### src/hw/rtl/slf_pkg.sv
`default_nettype none
// ----------------------------------------------------------------------------
// slf_pkg
// Types and constants shared by the log stream token parser.
// ----------------------------------------------------------------------------
package slf_pkg;

    localparam logic [15:0] MAX_LEN_RESET = 16'd1000;
    localparam logic [15:0] CLASS_MAX     = 16'hFFFF;
    localparam logic [1:0]  HDR_LAST_POS  = 2'd3;

    localparam logic [7:0] CH_INT      = 8'h23;  // '#'
    localparam logic [7:0] CH_DOUBLE   = 8'h5E;  // '^'
    localparam logic [7:0] CH_CLASS    = 8'h25;  // '%'
    localparam logic [7:0] CH_INSTANCE = 8'h40;  // '@'
    localparam logic [7:0] CH_ARRAY    = 8'h28;  // '('
    localparam logic [7:0] CH_QUOTE    = 8'h22;  // '"'
    localparam logic [7:0] CH_STAR     = 8'h2A;  // '*'
    localparam logic [7:0] CH_DASH     = 8'h2D;  // '-'
    localparam logic [7:0] CH_NEWLINE  = 8'h0A;
    localparam logic [7:0] CH_NUL      = 8'h00;
    localparam logic [7:0] CH_EOT      = 8'h04;
    localparam logic [7:0] CH_ZERO     = 8'h30;

    typedef enum logic [1:0] {
        PH_HEADER  = 2'd0,
        PH_TOKENS  = 2'd1,
        PH_BODY    = 2'd2,
        PH_STOPPED = 2'd3
    } phase_t;

    typedef enum logic [3:0] {
        K_INT        = 4'd0,
        K_DOUBLE     = 4'd1,
        K_CLASSNAME  = 4'd2,
        K_INSTANCE   = 4'd3,
        K_STRING     = 4'd4,
        K_ARRAY      = 4'd5,
        K_NULL       = 4'd6,
        K_BODY       = 4'd7,
        K_END        = 4'd8,
        K_BADHDR     = 4'd9,
        K_UNEXPECTED = 4'd10
    } kind_t;

    typedef struct packed {
        kind_t       kind;
        logic [63:0] value;
        logic [15:0] class_number;
        logic [7:0]  body_byte;
        logic        body_last;
        logic        oversized;
    } token_t;

    // header text "SLF0"
    function automatic logic [7:0] magic_byte(input logic [1:0] pos);
        logic [7:0] b;
        case (pos)
            2'd0:    b = 8'h53;
            2'd1:    b = 8'h4C;
            2'd2:    b = 8'h46;
            default: b = 8'h30;
        endcase
        return b;
    endfunction

    function automatic logic is_lower_hex(input logic [7:0] c);
        return ((c >= 8'h30) && (c <= 8'h39)) || ((c >= 8'h61) && (c <= 8'h66));
    endfunction

    function automatic logic is_any_hex(input logic [7:0] c);
        return is_lower_hex(c) || ((c >= 8'h41) && (c <= 8'h46));
    endfunction

endpackage
`default_nettype wire

### src/hw/rtl/slf_in_stage.sv
`default_nettype none
// ----------------------------------------------------------------------------
// slf_in_stage
// Input register: holds one stream byte until the parse core takes it.
// ----------------------------------------------------------------------------
module slf_in_stage
    import slf_pkg::*;
(
    input  wire logic       clk,
    input  wire logic       rst_n,
    input  wire logic       in_valid,
    output logic            in_stall,
    input  wire logic [7:0] in_byte,
    input  wire logic       consume,
    output logic            item_valid,
    output logic [7:0]      item_byte
);

    logic       valid_reg;
    logic [7:0] byte_reg;
    logic       load;

    assign in_stall   = valid_reg && !consume;
    assign load       = in_valid && !in_stall;
    assign item_valid = valid_reg;
    assign item_byte  = byte_reg;

    always_ff @(posedge clk or negedge rst_n)
    begin
        if (!rst_n)
        begin
            valid_reg <= 1'b0;
        end
        else if (load || consume)
        begin
            valid_reg <= load;
        end
    end

    always_ff @(posedge clk)
    begin
        if (load)
        begin
            byte_reg <= in_byte;
        end
    end

endmodule
`default_nettype wire

### src/hw/rtl/slf_parse_core.sv
`default_nettype none
// ----------------------------------------------------------------------------
// slf_parse_core
// Parser state and per-byte decode: header check, number accumulation,
// terminator decode and body pass-through.
// ----------------------------------------------------------------------------
module slf_parse_core
    import slf_pkg::*;
(
    input  wire logic        clk,
    input  wire logic        rst_n,
    input  wire logic        item_valid,
    input  wire logic [7:0]  item_byte,
    input  wire logic        load_ok,
    input  wire logic [15:0] max_len,
    output logic             consume,
    output logic             res_valid,
    output token_t           res,
    output phase_t           phase
);

    phase_t      phase_reg,   phase_next;
    logic [1:0]  hpos_reg,    hpos_next;
    logic [63:0] acc_reg,     acc_next;
    logic        innum_reg,   innum_next;
    logic [63:0] remain_reg,  remain_next;
    logic [15:0] cls_reg,     cls_next;

    logic [63:0] digit;
    logic [63:0] acc_x10;
    logic [7:0]  c;

    assign c       = item_byte;
    assign consume = item_valid && load_ok;
    assign phase   = phase_reg;
    assign digit   = {56'd0, c} - {56'd0, CH_ZERO};
    assign acc_x10 = {acc_reg[60:0], 3'b000} + {acc_reg[62:0], 1'b0} + digit;

    always_ff @(posedge clk or negedge rst_n)
    begin
        if (!rst_n)
        begin
            phase_reg  <= PH_HEADER;
            hpos_reg   <= 2'd0;
            acc_reg    <= 64'd0;
            innum_reg  <= 1'b0;
            remain_reg <= 64'd0;
            cls_reg    <= 16'd1;
        end
        else if (consume)
        begin
            phase_reg  <= phase_next;
            hpos_reg   <= hpos_next;
            acc_reg    <= acc_next;
            innum_reg  <= innum_next;
            remain_reg <= remain_next;
            cls_reg    <= cls_next;
        end
    end

    always_comb
    begin
        phase_next  = phase_reg;
        hpos_next   = hpos_reg;
        acc_next    = acc_reg;
        innum_next  = innum_reg;
        remain_next = remain_reg;
        cls_next    = cls_reg;
        res_valid   = 1'b0;
        res         = '0;

        case (phase_reg)
            PH_HEADER:
            begin
                if (c != magic_byte(hpos_reg))
                begin
                    phase_next    = PH_STOPPED;
                    res_valid     = 1'b1;
                    res.kind      = K_BADHDR;
                    res.body_byte = c;
                end
                else if (hpos_reg == HDR_LAST_POS)
                begin
                    hpos_next  = 2'd0;
                    phase_next = PH_TOKENS;
                end
                else
                begin
                    hpos_next = hpos_reg + 2'd1;
                end
            end

            PH_BODY:
            begin
                res_valid     = 1'b1;
                res.kind      = K_BODY;
                res.body_byte = c;
                if (remain_reg <= 64'd1)
                begin
                    remain_next   = 64'd0;
                    phase_next    = PH_TOKENS;
                    res.body_last = 1'b1;
                end
                else
                begin
                    remain_next = remain_reg - 64'd1;
                end
            end

            PH_TOKENS:
            begin
                if (innum_reg)
                begin
                    if (is_any_hex(c))
                    begin
                        acc_next = acc_x10;
                    end
                    else
                    begin
                        innum_next = 1'b0;
                        acc_next   = 64'd0;
                        res_valid  = 1'b1;
                        res.value  = acc_reg;
                        case (c)
                            CH_INT:      res.kind = K_INT;
                            CH_DOUBLE:   res.kind = K_DOUBLE;
                            CH_INSTANCE: res.kind = K_INSTANCE;
                            CH_ARRAY:    res.kind = K_ARRAY;
                            CH_CLASS:
                            begin
                                res.kind         = K_CLASSNAME;
                                res.class_number = cls_reg;
                                if (cls_reg != CLASS_MAX)
                                begin
                                    cls_next = cls_reg + 16'd1;
                                end
                                if (acc_reg != 64'd0)
                                begin
                                    remain_next = acc_reg;
                                    phase_next  = PH_BODY;
                                end
                            end
                            CH_QUOTE, CH_STAR:
                            begin
                                res.kind      = K_STRING;
                                res.oversized = (acc_reg > {48'd0, max_len});
                                if (acc_reg != 64'd0)
                                begin
                                    remain_next = acc_reg;
                                    phase_next  = PH_BODY;
                                end
                            end
                            default:
                            begin
                                res.kind      = K_UNEXPECTED;
                                res.body_byte = c;
                                phase_next    = PH_STOPPED;
                            end
                        endcase
                    end
                end
                else if (is_lower_hex(c))
                begin
                    innum_next = 1'b1;
                    acc_next   = digit;
                end
                else if (c == CH_DASH)
                begin
                    res_valid = 1'b1;
                    res.kind  = K_NULL;
                end
                else if (c == CH_NEWLINE)
                begin
                    res_valid = 1'b0;
                end
                else if ((c == CH_NUL) || (c == CH_EOT))
                begin
                    res_valid  = 1'b1;
                    res.kind   = K_END;
                    phase_next = PH_STOPPED;
                end
                else
                begin
                    res_valid     = 1'b1;
                    res.kind      = K_UNEXPECTED;
                    res.body_byte = c;
                    phase_next    = PH_STOPPED;
                end
            end

            default:
            begin
                res_valid = 1'b0;
            end
        endcase

        if (!item_valid)
        begin
            res_valid = 1'b0;
        end
    end

endmodule
`default_nettype wire

### src/hw/rtl/slf_out_stage.sv
`default_nettype none
// ----------------------------------------------------------------------------
// slf_out_stage
// Result register: holds one token item until the consumer takes it.
// ----------------------------------------------------------------------------
module slf_out_stage
    import slf_pkg::*;
(
    input  wire logic   clk,
    input  wire logic   rst_n,
    input  wire logic   consume,
    input  wire logic   res_valid,
    input  wire token_t res,
    output logic        load_ok,
    output logic        out_valid,
    input  wire logic   out_stall,
    output token_t      out_tok
);

    logic   valid_reg;
    token_t tok_reg;

    assign load_ok   = !valid_reg || !out_stall;
    assign out_valid = valid_reg;
    assign out_tok   = tok_reg;

    always_ff @(posedge clk or negedge rst_n)
    begin
        if (!rst_n)
        begin
            valid_reg <= 1'b0;
        end
        else if (load_ok)
        begin
            valid_reg <= consume && res_valid;
        end
    end

    always_ff @(posedge clk)
    begin
        if (load_ok && consume && res_valid)
        begin
            tok_reg <= res;
        end
    end

endmodule
`default_nettype wire

### src/hw/rtl/slf_token_stream_parser_top.sv
`default_nettype none
// ----------------------------------------------------------------------------
// slf_token_stream_parser_top
// Log stream token parser: header check, number tokens, body pass-through.
// ----------------------------------------------------------------------------
//  channel | signals                        | direction
//  --------+--------------------------------+----------
//  in      | in_valid, in_stall, in_byte    | byte in
//  out     | out_valid, out_stall, token_*  | token out
//  cfg     | cfg_valid, cfg_ready, cfg_data | register write
//
//  One byte per cycle unless out_stall holds the flow; each byte passes the input register, then the result register.
//  Multiply-by-ten accumulate and byte decode sit between the two registers.
//  Reset: header check, class index 1, max_string_length 1000.
//  out_stall holds the result register and stalls the input once both fill.
// ----------------------------------------------------------------------------
module slf_token_stream_parser_top
    import slf_pkg::*;
(
    input  wire logic        clk,
    input  wire logic        rst_n,
    input  wire logic        in_valid,
    output logic             in_stall,
    input  wire logic [7:0]  in_byte,
    output logic             out_valid,
    input  wire logic        out_stall,
    output logic [3:0]       token_kind,
    output logic [63:0]      token_value,
    output logic [15:0]      class_number,
    output logic [7:0]       body_byte,
    output logic             body_last,
    output logic             oversized,
    input  wire logic        cfg_valid,
    output logic             cfg_ready,
    input  wire logic [15:0] cfg_data
);

    logic [15:0] max_len_reg;
    logic        item_valid;
    logic [7:0]  item_byte;
    logic        consume;
    logic        load_ok;
    logic        res_valid;
    token_t      res;
    token_t      out_tok;
    phase_t      phase;

    assign cfg_ready = 1'b1;

    always_ff @(posedge clk or negedge rst_n)
    begin
        if (!rst_n)
        begin
            max_len_reg <= MAX_LEN_RESET;
        end
        else if (cfg_valid && cfg_ready)
        begin
            max_len_reg <= cfg_data;
        end
    end

    slf_in_stage u_in (
        .clk        (clk),
        .rst_n      (rst_n),
        .in_valid   (in_valid),
        .in_stall   (in_stall),
        .in_byte    (in_byte),
        .consume    (consume),
        .item_valid (item_valid),
        .item_byte  (item_byte)
    );

    slf_parse_core u_core (
        .clk        (clk),
        .rst_n      (rst_n),
        .item_valid (item_valid),
        .item_byte  (item_byte),
        .load_ok    (load_ok),
        .max_len    (max_len_reg),
        .consume    (consume),
        .res_valid  (res_valid),
        .res        (res),
        .phase      (phase)
    );

    slf_out_stage u_out (
        .clk       (clk),
        .rst_n     (rst_n),
        .consume   (consume),
        .res_valid (res_valid),
        .res       (res),
        .load_ok   (load_ok),
        .out_valid (out_valid),
        .out_stall (out_stall),
        .out_tok   (out_tok)
    );

    assign token_kind   = out_tok.kind;
    assign token_value  = out_tok.value;
    assign class_number = out_tok.class_number;
    assign body_byte    = out_tok.body_byte;
    assign body_last    = out_tok.body_last;
    assign oversized    = out_tok.oversized;

`ifndef SYNTHESIS
    // once stopped, the parser stays stopped until reset
    a_stop_sticky: assert property (@(posedge clk) disable iff (!rst_n)
        phase == PH_STOPPED |=> phase == PH_STOPPED)
        else $error("parser left stopped phase");

    // nothing is produced while stopped
    a_stop_silent: assert property (@(posedge clk) disable iff (!rst_n)
        phase == PH_STOPPED |-> !(consume && res_valid))
        else $error("result produced while stopped");

    a_last_body: assert property (@(posedge clk) disable iff (!rst_n)
        out_valid && body_last |-> token_kind == K_BODY)
        else $error("body_last on a non-body item");

    a_over_string: assert property (@(posedge clk) disable iff (!rst_n)
        out_valid && oversized |-> token_kind == K_STRING)
        else $error("oversized on a non-string item");
`endif

endmodule
`default_nettype wire
### config.mk
export PLATFORM = sky130hd
export DESIGN_NAME = slf_token_stream_parser_top
export DESIGN_NICKNAME = d
export VERILOG_FILES = /design/src/hw/rtl/slf_pkg.sv /design/src/hw/rtl/slf_in_stage.sv /design/src/hw/rtl/slf_parse_core.sv /design/src/hw/rtl/slf_out_stage.sv /design/src/hw/rtl/slf_token_stream_parser_top.sv
export SDC_FILE = /design/constraint.sdc
export NUM_CORES = 1
export LEC_CHECK = 0
export BUFFER_PORTS_ARGS = -buffer_cell sky130_fd_sc_hd__buf_2
export CAP_MARGIN = 20
export CORE_MARGIN = 3
export CORE_UTILIZATION = 35
export CTS_CLUSTER_SIZE = 8
export DETAILED_ROUTE_END_ITERATION = 8
export SKIP_LAST_GASP = 1
export SLEW_MARGIN = 15
export SYNTH_ARGS = -nofsm -noshare
export SYNTH_HDL_FRONTEND = slang
export SYNTH_HIERARCHICAL = 1
export SYNTH_SLANG_ARGS = --single-unit
### constraint.sdc
create_clock -name clk -period 12.86 [get_ports clk]
set_clock_uncertainty 0.2 [all_clocks]
set_input_delay 1.286 -clock clk [delete_from_list [all_inputs] [get_ports clk]]
set_output_delay 1.286 -clock clk [all_outputs]
set_load 0.1 [all_outputs]
Word-level counts from Yosys, hierarchy flattened --
Cells that the tools add are included.
Operators by class: bitwise operators 6, multiplexer cells 53, magnitude comparators 8, reductions and logical operators 38, add/sub/neg operators 6, equal/unequal tests 29
Operators by type and width (count):
- $mux 64 | 8
- $add 64x64->64 | 2
- $pmux 64 s2 | 1
- $mux 92 | 1
- $gt 64x16->1 | 1
- $le 64x1->1 const B | 1
- $mux 8 | 8
- $reduce_bool 64->1 | 1
- $sub 64x1->64 const B | 1
- $eq 8x6->1 const B | 6
- $pmux 4 s6 | 1
- $pmux 8 s3 | 1
- $mux 2 | 11
- $pmux 7 s3 | 1
- $mux 4 | 5
- $add 16x1->16 const B | 1
- $eq 8x7->1 const B | 2
- $ge 8x7->1 const B | 2
- $le 8x7->1 const B | 2
- $mux 16 | 1
- $ne 16x16->1 const B | 1
- $pmux 4 s3 | 1
- $reduce_and 6->1 | 2
- $reduce_or 4->1 | 3
- 33 further kinds | 76
Word-level totals: word-level logic and storage cells 156, output and inout bits 97, flip-flop bits (word level) 269, input bits 29

Longest topological paths before layout --
Gate-level depths: netlist (run 1).
depth after elaboration 9, mapped depth 15, mapped depth without buffers 14

Modules after synthesis --
The synthesis (run 1) kept the hierarchy.
Modules (own cells, without submodules):
- slf_parse_core | area an instance 14343.8 um2, cells an instance 1797, instances 1, sequential area each 3729.8 um2
- slf_out_stage | area an instance 2864.0 um2, cells an instance 99, instances 1, sequential area each 2847.7 um2
- slf_token_stream_parser_top | area an instance 668.1 um2, cells an instance 36, instances 1, sequential area each 407.9 um2
- slf_in_stage | area an instance 297.8 um2, cells an instance 13, instances 1, sequential area each 265.3 um2

Least setup slack after synthesis (run 1) --
No wires, ideal clock.
kind register -> register, start point register u_in.byte_reg[4], in the netlist u_in/item_byte[4], end point register u_core.acc_reg[59], data arrival time 9.423 ns, path slack 3.101 ns, period minus slack after synthesis 9.759 ns, data required time 12.524 ns, buffers on the path 0, setup time 0.136 ns, stages on the path, launching flop included 15, cell sequence edfxtp_1 -> ha_1 -> nor3_1 -> fa_1 -> ha_1 -> a21oi_1 -> o21ai_0 -> a22oi_1 -> nand2_1 -> a2111oi_0 -> o41a_1 -> o21ai_1 -> a21o_1 -> a2111oi_0 -> nor3_1
Between the ends: longest elaborated chain between the ends 6, elaborated cells on any way between the ends 18, those cells by class 2 x add/sub; 6 x order compare; 3 x mux; 7 x reduce/logical
Ends and longest elaborated chain:
- start, declared | RTL line slf_in_stage.sv:20 | logic [7:0] byte_reg;
- start signal, assigned | RTL line slf_in_stage.sv:44 | byte_reg <= in_byte;
- branches (longest 6 deep; another with $add 64x64->64)
- end signal, assigned | RTL line slf_parse_core.sv:54 | acc_reg <= acc_next;
- end, declared | RTL line slf_parse_core.sv:24 | logic [63:0] acc_reg, acc_next;
Several ways; the timed one is not identified. The select of a mux whose other input is x is not followed. A chain may end at the register's enable or synchronous reset.

Final worst setup path (run 1) --
start point register u_in.byte_reg[4], in the netlist u_in/item_byte[4], end point register u_core.acc_reg[61]
Same word-level chain as after synthesis.

==> results of run 1 <==
-- metal layers --
layer,GRT usage,vias to the layer above,part of all wire
met5,0,-,0
met4,0.0545,0,0.023
met3,0.0305,80,0.051
met2,0.319,420,0.47
met1,0.267,7564,0.45
li1,-,7267,-
-- worst paths after layout --
| path | startpoint | to | slack [ps] | depth (start not counted) |
|---|---|---|---|---|
| worst max-delay path | u_in/item_byte[4] | u_core/acc_reg[61] | 7020 | 15 |
| worst min-delay path | u_core/cls_reg[9] | u_core/cls_reg[9] | 280 | 1 |
| worst max register to register | u_in/item_byte[4] | u_core/acc_reg[61] | 7020 | 15 |
| worst min register to register | u_core/cls_reg[9] | u_core/cls_reg[9] | 280 | 1 |
| max in group asynchronous | rst_n | max_len_reg[2] | 10730 | 2 |
| min in group asynchronous | rst_n | u_core/acc_reg[50] | 470 | 1 |
-- area by class of cell --
class                   count  area, um^2
clock buffers              65        1080
clock inverters             3        26.3
fillers                  5132       30100
inverters                  61         229
multi-input cells        1520       10300
flip-flops and latches    269        7250
well taps                 672         841
repair buffers            146         792
-- kinds of logic after synthesis --
kind of cell	after synthesis	share of synthesized area
AOI/OAI and AO/OA	556	0.183
xor gates and xnor gates	68	0.0328
adders and majority gates	155	0.132
buffers and inverters	156	0.0364
DFF	269	0.399
muxes	22	0.0155
other	1	0.000206
and+or+nand+nor	718	0.202
-- critical path, cell delays in order (launching register included) --
cell and delay [ps]:
edfxtp_1 520, ha_1 340, nor3_2 130, buf_4 470, buf_4 530, fa_1 510, ha_1 390, and4_1 190
o21ai_0 140, nand3b_1 250, a41oi_1 350, o41ai_2 600, a31oi_1 310, o41ai_1 530, a211o_1 200, nand3_1 60
-- cells in the mapped netlist, drive strengths merged (61+ instances only) --
library cell	number	area share
nand2	122	0.025
dfrtp	160	0.22
nor2	197	0.041
o21ai	181	0.050
ha	94	0.065
nor3	96	0.027
inv	61	0.013
a21oi	178	0.049
fa	61	0.067
and2	94	0.033
clkbuf	73	0.015
edfxtp	102	0.17
-- through the flow --
| stage | cell area [um^2] | worst slack, ps | utilization | cells | hold WS [ps] |
|---|---|---|---|---|---|
| finish | 20500 | 7020 | 0.405 | 2736 | 283 |
| global route | 20500 | 6720 | 0.405 | 2736 | 300 |
| CTS | 20500 | 7060 | 0.405 | 2736 | 287 |
| detailed placement | 19400 | 7110 | 0.383 | 2668 | 281 |
| global placement | 19400 | 7230 | 0.383 | 2667 | 268 |
| floorplan | 18200 | 3100 | - | 1945 | 251 |
==> summary.md, run 1 <==
| Metric | Value |
|---|---|
| Status | `completed` |
| Cell area after synthesis | `0.0182 mm^2` |
| Cts-stage hold buffer count | `0` |
| Post-synthesis cell type count | `80` |
| Yosys reg bits | `269` |
| Unrepaired setup endpoints after global routing | `no` |
| Commonest non-fill, non-tap cell in the layout | `nor2_1` |
| Global-route wire length before repair | `85000 um` |
| Vias per cell | `5.60` |
| Core area | `0.0507 mm^2` |
| Worst Path Arrival | `6080 ps` |
| Period minus WS final | `5840 ps` |
| Die Span Y | `234 um` |
| Vias | `15300` |
| PortBufs | `124` |
| Antenna viol nets, final | `0` |
| CP Launch Type | `register` |
| Worst Hold Class | `reg2reg` |
| Post-synth EDFFs | `102` |
| Clock sink count | `269` |
| Post-DR wirelength/cell | `19.4 um` |
| Rel. slew slack | `0.347` |
| Clk buf depth | `3` |
| Seq/Total Area, Yosys | `0.399` |
| Post-Syn Area per Cell | `9.34 um^2` |
| Layout cell share with drive strength beyond 1 | `0.119` |
| Post-Synthesis Cells | `1945` |
| Root Buffer | `clkbuf_16` |
| Final Cycle Share | `0.454` |
| Initial antenna violation count | `0` |
| TritonRoute pass-1 iters | `5` |
| Measured slew at the worst slew-check pin | `975 ps` |
| Drt total wl | `53100 um` |
| Area delta synth->final | `13.0%` |
| Syn Nets | `2129` |
| NumNets Final | `2221` |
| Later-pin clock latency in the skew report | `560 ps` |
| Largest net degree at the start of global routing | `77` |
| Initial core utilization | `0.359` |
| H-Tree Depth | `2` |
| Kind of critical path | `reg2reg` |
| Final Hold Fails | `0` |
| Highest clock rate | `171 MHz` |
| # setup viols final | `0` |
| Post CTS Setup Buffer Count | `0` |
| Final max-slew violation count | `0` |
| Critical Path End Type | `register` |
| Vias in the first global route | `15200` |
| GRT Util Overall | `0.194` |
| CP required | `13100 ps` |
| Initial DRC Count | `1191` |
| Final Wtd Congestion | `0.893` |
| ANT cells | `0` |
| Remaining Overflow, GRT | `0` |
| Number of CTS-inserted buffers | `39` |
| Fin Setup TNS | `0 ps` |
| Die Width | `234 um` |
| TritonCTS clock tree | `built` |
| Critical Path Fanout Max | `32` |
| # rows | `82` |
| Worst-path clk slew | `60 ps` |
| Most frequent cells in the layout | `194 x nor2_1, 177 x a21oi_1, 160 x dfrtp_1` |
| Post-CTS Resized | `0` |
| Die ar. | `0.0547 mm^2` |
| Drt drc | `0` |
| I/O Pins | `126` |
| Ys flop type | `dfrtp_1` |
| FFs w/ async S/R, synth | `0.621` |
| Max-Cap Viols | `0` |
| Yosys Warn Count | `6` |
| Dpl hpwl | `37700 um` |
| Largest register FFs | `94` |
Power of run 1 is left out: the tool's default activity adds up to more than one toggle a clock period on the data nets, which glitch-free logic cannot reach.
==> run 2: changes to the inputs <==
- ABC_AREA: unset -> 1
- clock period: 12.86 -> 4.9 ns (I/O delays scaled with it)
==> summary.md, run 2 <==
| Metric | Value |
|---|---|
| Status | `completed` |
| Die Width | `252 um (+7.9%)` |
| # rows | `89 (+8.5%)` |
| GR met2 Demand/Resource | `0.353 (+0.0337)` |
| CP required | `5130 ps (-7970 ps)` |
| Critical Path End Type | `register` |
| Max-Cap Viols | `0 (unchanged)` |
| Later-pin clock latency in the skew report | `580 ps (+20 ps)` |
| Yosys Warn Count | `6 (unchanged)` |
| Filler cell count | `6212 (+21%)` |
| Final Cycle Share | `0.897 (+0.442)` |
| Initial antenna violation count | `0 (unchanged)` |
| Multi-input logic area | `0.0119 mm^2 (+15%)` |
| Drt total wl | `68500 um (+29%)` |
| Number of CTS-inserted buffers | `40 (+2.6%)` |
| TritonCTS clock tree | `built` |
| Period minus WS final | `4390 ps (-1450 ps)` |
| Cell area after synthesis | `0.0212 mm^2 (+17%)` |
| Post-CTS Resized | `0 (unchanged)` |
| CP Launch Type | `register` |
| Drt drc | `0 (unchanged)` |
| CP top delay family | `simple AND/OR/NAND/NOR gates` |
| Post-synth EDFFs | `102 (unchanged)` |
| Finished Core Util | `0.404 (-0.00128)` |
| Synth top cells by count | `1000 x nand2_1, 433 x inv_1, 390 x nor2_1` |
| Kind of critical path | `reg2reg` |
| Dpl hpwl | `53900 um (+43%)` |
| Post CTS Setup Buffer Count | `0 (unchanged)` |
| Largest net degree at the start of global routing | `107 (+39%)` |
| Yosys reg bits | `269 (unchanged)` |
| Remaining Overflow, GRT | `0 (unchanged)` |
| GRT met3 Usage | `0.0332 (+0.00275)` |
| Clk buf depth | `3 (unchanged)` |
| Vias | `19500 (+27%)` |
| Root Buffer | `clkbuf_16` |
| Final Hold Fails | `0 (unchanged)` |
| Antenna viol nets, final | `0 (unchanged)` |
| Worst Path Arrival | `4630 ps (-1450 ps)` |
| ANT cells | `0 (unchanged)` |
| Area delta synth->final | `13.2%` |
| Core area | `0.0596 mm^2 (+18%)` |
| Worst-path clk slew | `60 ps (about the same)` |
| Most frequent cells in the layout | `999 x nand2_1, 432 x inv_1, 389 x nor2_1` |
| Fin Setup TNS | `0 ps (unchanged)` |
| Syn Nets | `3199 (+50%)` |
| Initial core utilization | `0.357 (-0.00190)` |
| Post-Syn Area per Cell | `7.05 um^2 (-25%)` |
| I/O Pins | `126 (unchanged)` |
| Grt peak-use layer | `met2` |
| Initial DRC Count | `1456 (+22%)` |
| # setup viols final | `0 (unchanged)` |
| Slowest cell on the critical path | `edfxtp_1` |
| Crit path buffers/inverters | `3 (+1)` |
| PortBufs | `124 (unchanged)` |
| GR Util met1 | `0.293 (+0.0259)` |
| Largest register FFs | `94 (unchanged)` |
| Ys flop type | `dfrtp_1` |
| Measured slew at the worst slew-check pin | `807 ps (-169 ps)` |
| Cts-stage hold buffer count | `27 (+27)` |
| Post-Synthesis Cells | `3015 (+55%)` |
| Final Wtd Congestion | `0.975 (+9.2%)` |
| Top cell by count, worst path | `nand2_1` |
| Post-synthesis cell type count | `56 (-30%)` |
| Unrepaired setup endpoints after global routing | `no` |
| Main area contributors after synthesis | `dfrtp_1 19%, nand2_1 18%, edfxtp_1 14%, inv_1 7.6%, nor2_1 6.9%` |
| Layout cell share with drive strength beyond 1 | `0.0859 (-0.0328)` |
| Vias per cell | `4.93 (-12%)` |
| Global-route wire length before repair | `108000 um (+27%)` |
| Die Span Y | `252 um (+7.9%)` |
| GRT Util Overall | `0.216 (+0.0219)` |
| Register area | `0.00725 mm^2 (unchanged)` |
| TritonRoute pass-1 iters | `6 (+1)` |
| Critical Path Fanout Max | `47 (+47%)` |
| Synth area leader | `dfrtp_1` |
| Clock sink count | `269 (unchanged)` |
| NumNets Final | `3344 (+51%)` |
| Final max-slew violation count | `0 (unchanged)` |
| Die ar. | `0.0637 mm^2 (+16%)` |
| Highest clock rate | `228 MHz (+33%)` |
| FFs w/ async S/R, synth | `0.621 (unchanged)` |
| Post-DR wirelength/cell | `17.3 um (-11%)` |
| Vias in the first global route | `19400 (+27%)` |
| Seq/Total Area, Yosys | `0.341 (-0.0577)` |
| H-Tree Depth | `2 (unchanged)` |
| Worst Hold Class | `in2reg` |
| CP peak stage delay | `490 ps (-110 ps)` |
| Rel. slew slack | `0.462 (+0.114)` |
| Commonest non-fill, non-tap cell in the layout | `nand2_1` |
| Critical path cell sequence | `ha_1 -> nor2_4 -> buf_12 -> fa_1 -> ha_1 -> nand2_1 -> nor2_1 -> inv_1 -> nor2_1 -> inv_1 -> o21bai_1 -> nand2_1 -> nand3_1 -> nand2_1 -> nand3_1 -> a21oi_1` |
| Synth top area share | `0.188 (-0.0319)` |
| Count leader, synth | `nand2_1` |
[run 2: changes by cell type after synthesis, moves of 32 or more]
cell	before	now
and2_1	92	4
clkbuf_1	71	18
xor2_1	28	68
o21ai_0	138	59
nor4_1	36	4
nand2_1	121	1000
nand3_1	35	126
a21o_1	42	1
nor2_1	197	390
inv_1	60	433
a21oi_1	178	108
[run 2: worst min-delay path, cell delays in order]
cell and delay (ps):
buf_2 210, nand2_1 90, nand2_1 50
[run 2: logic make-up after synthesis]
logic type,after synthesis,share of synthesized area
simple gates,1684,0.325
xor+xnor,100,0.0412
compound gates,287,0.0787
buf+inv,519,0.101
flops,269,0.341
fa+ha+maj,155,0.113
other cells,1,0.000176
[run 2: stage by stage]
stage	area (um^2)	hold WS [ps]	setup WS [ps]	cells
floorplan	21300	-5.59	143	3015
detailed placement	22600	254	563	3864
finish	24100	115	507	3962
global route	24100	141	306	3962
CTS	24100	97.6	576	3962
global placement	22600	256	534	3864
[run 2: layout make-up]
type                            count  share of cell area
Clock buffer                       67              0.0471
Timing Repair Buffer              172              0.0449
Sequential cell                   269               0.301
Inverter                          450              0.0706
Tap cell                          773              0.0402
Multi-Input combinational cell   2227               0.494
Clock inverter                      4             0.00224
[run 2: final timing paths]
check / slack (ps) / cells past startpoint / end / from
worst max-delay path: 510 / 16 / u_core/acc_reg[48] / u_in/item_byte[4]
worst min register to register: 260 / 2 / max_len_reg[5] / max_len_reg[5]
max in group asynchronous: 3070 / 3 / max_len_reg[1] / rst_n
worst max register to register: 510 / 16 / u_core/acc_reg[48] / u_in/item_byte[4]
min in group asynchronous: 300 / 2 / u_core/remain_reg[46] / rst_n
worst min-delay path: 120 / 3 / max_len_reg[9] / cfg_valid
[run 2: metal layers]
metal,vias up,part of all wire
li1,9769,-
met1,9123,0.45
met2,532,0.46
met3,112,0.059
met4,0,0.034
met5,-,0
Power of run 2 is left out for the same reason.
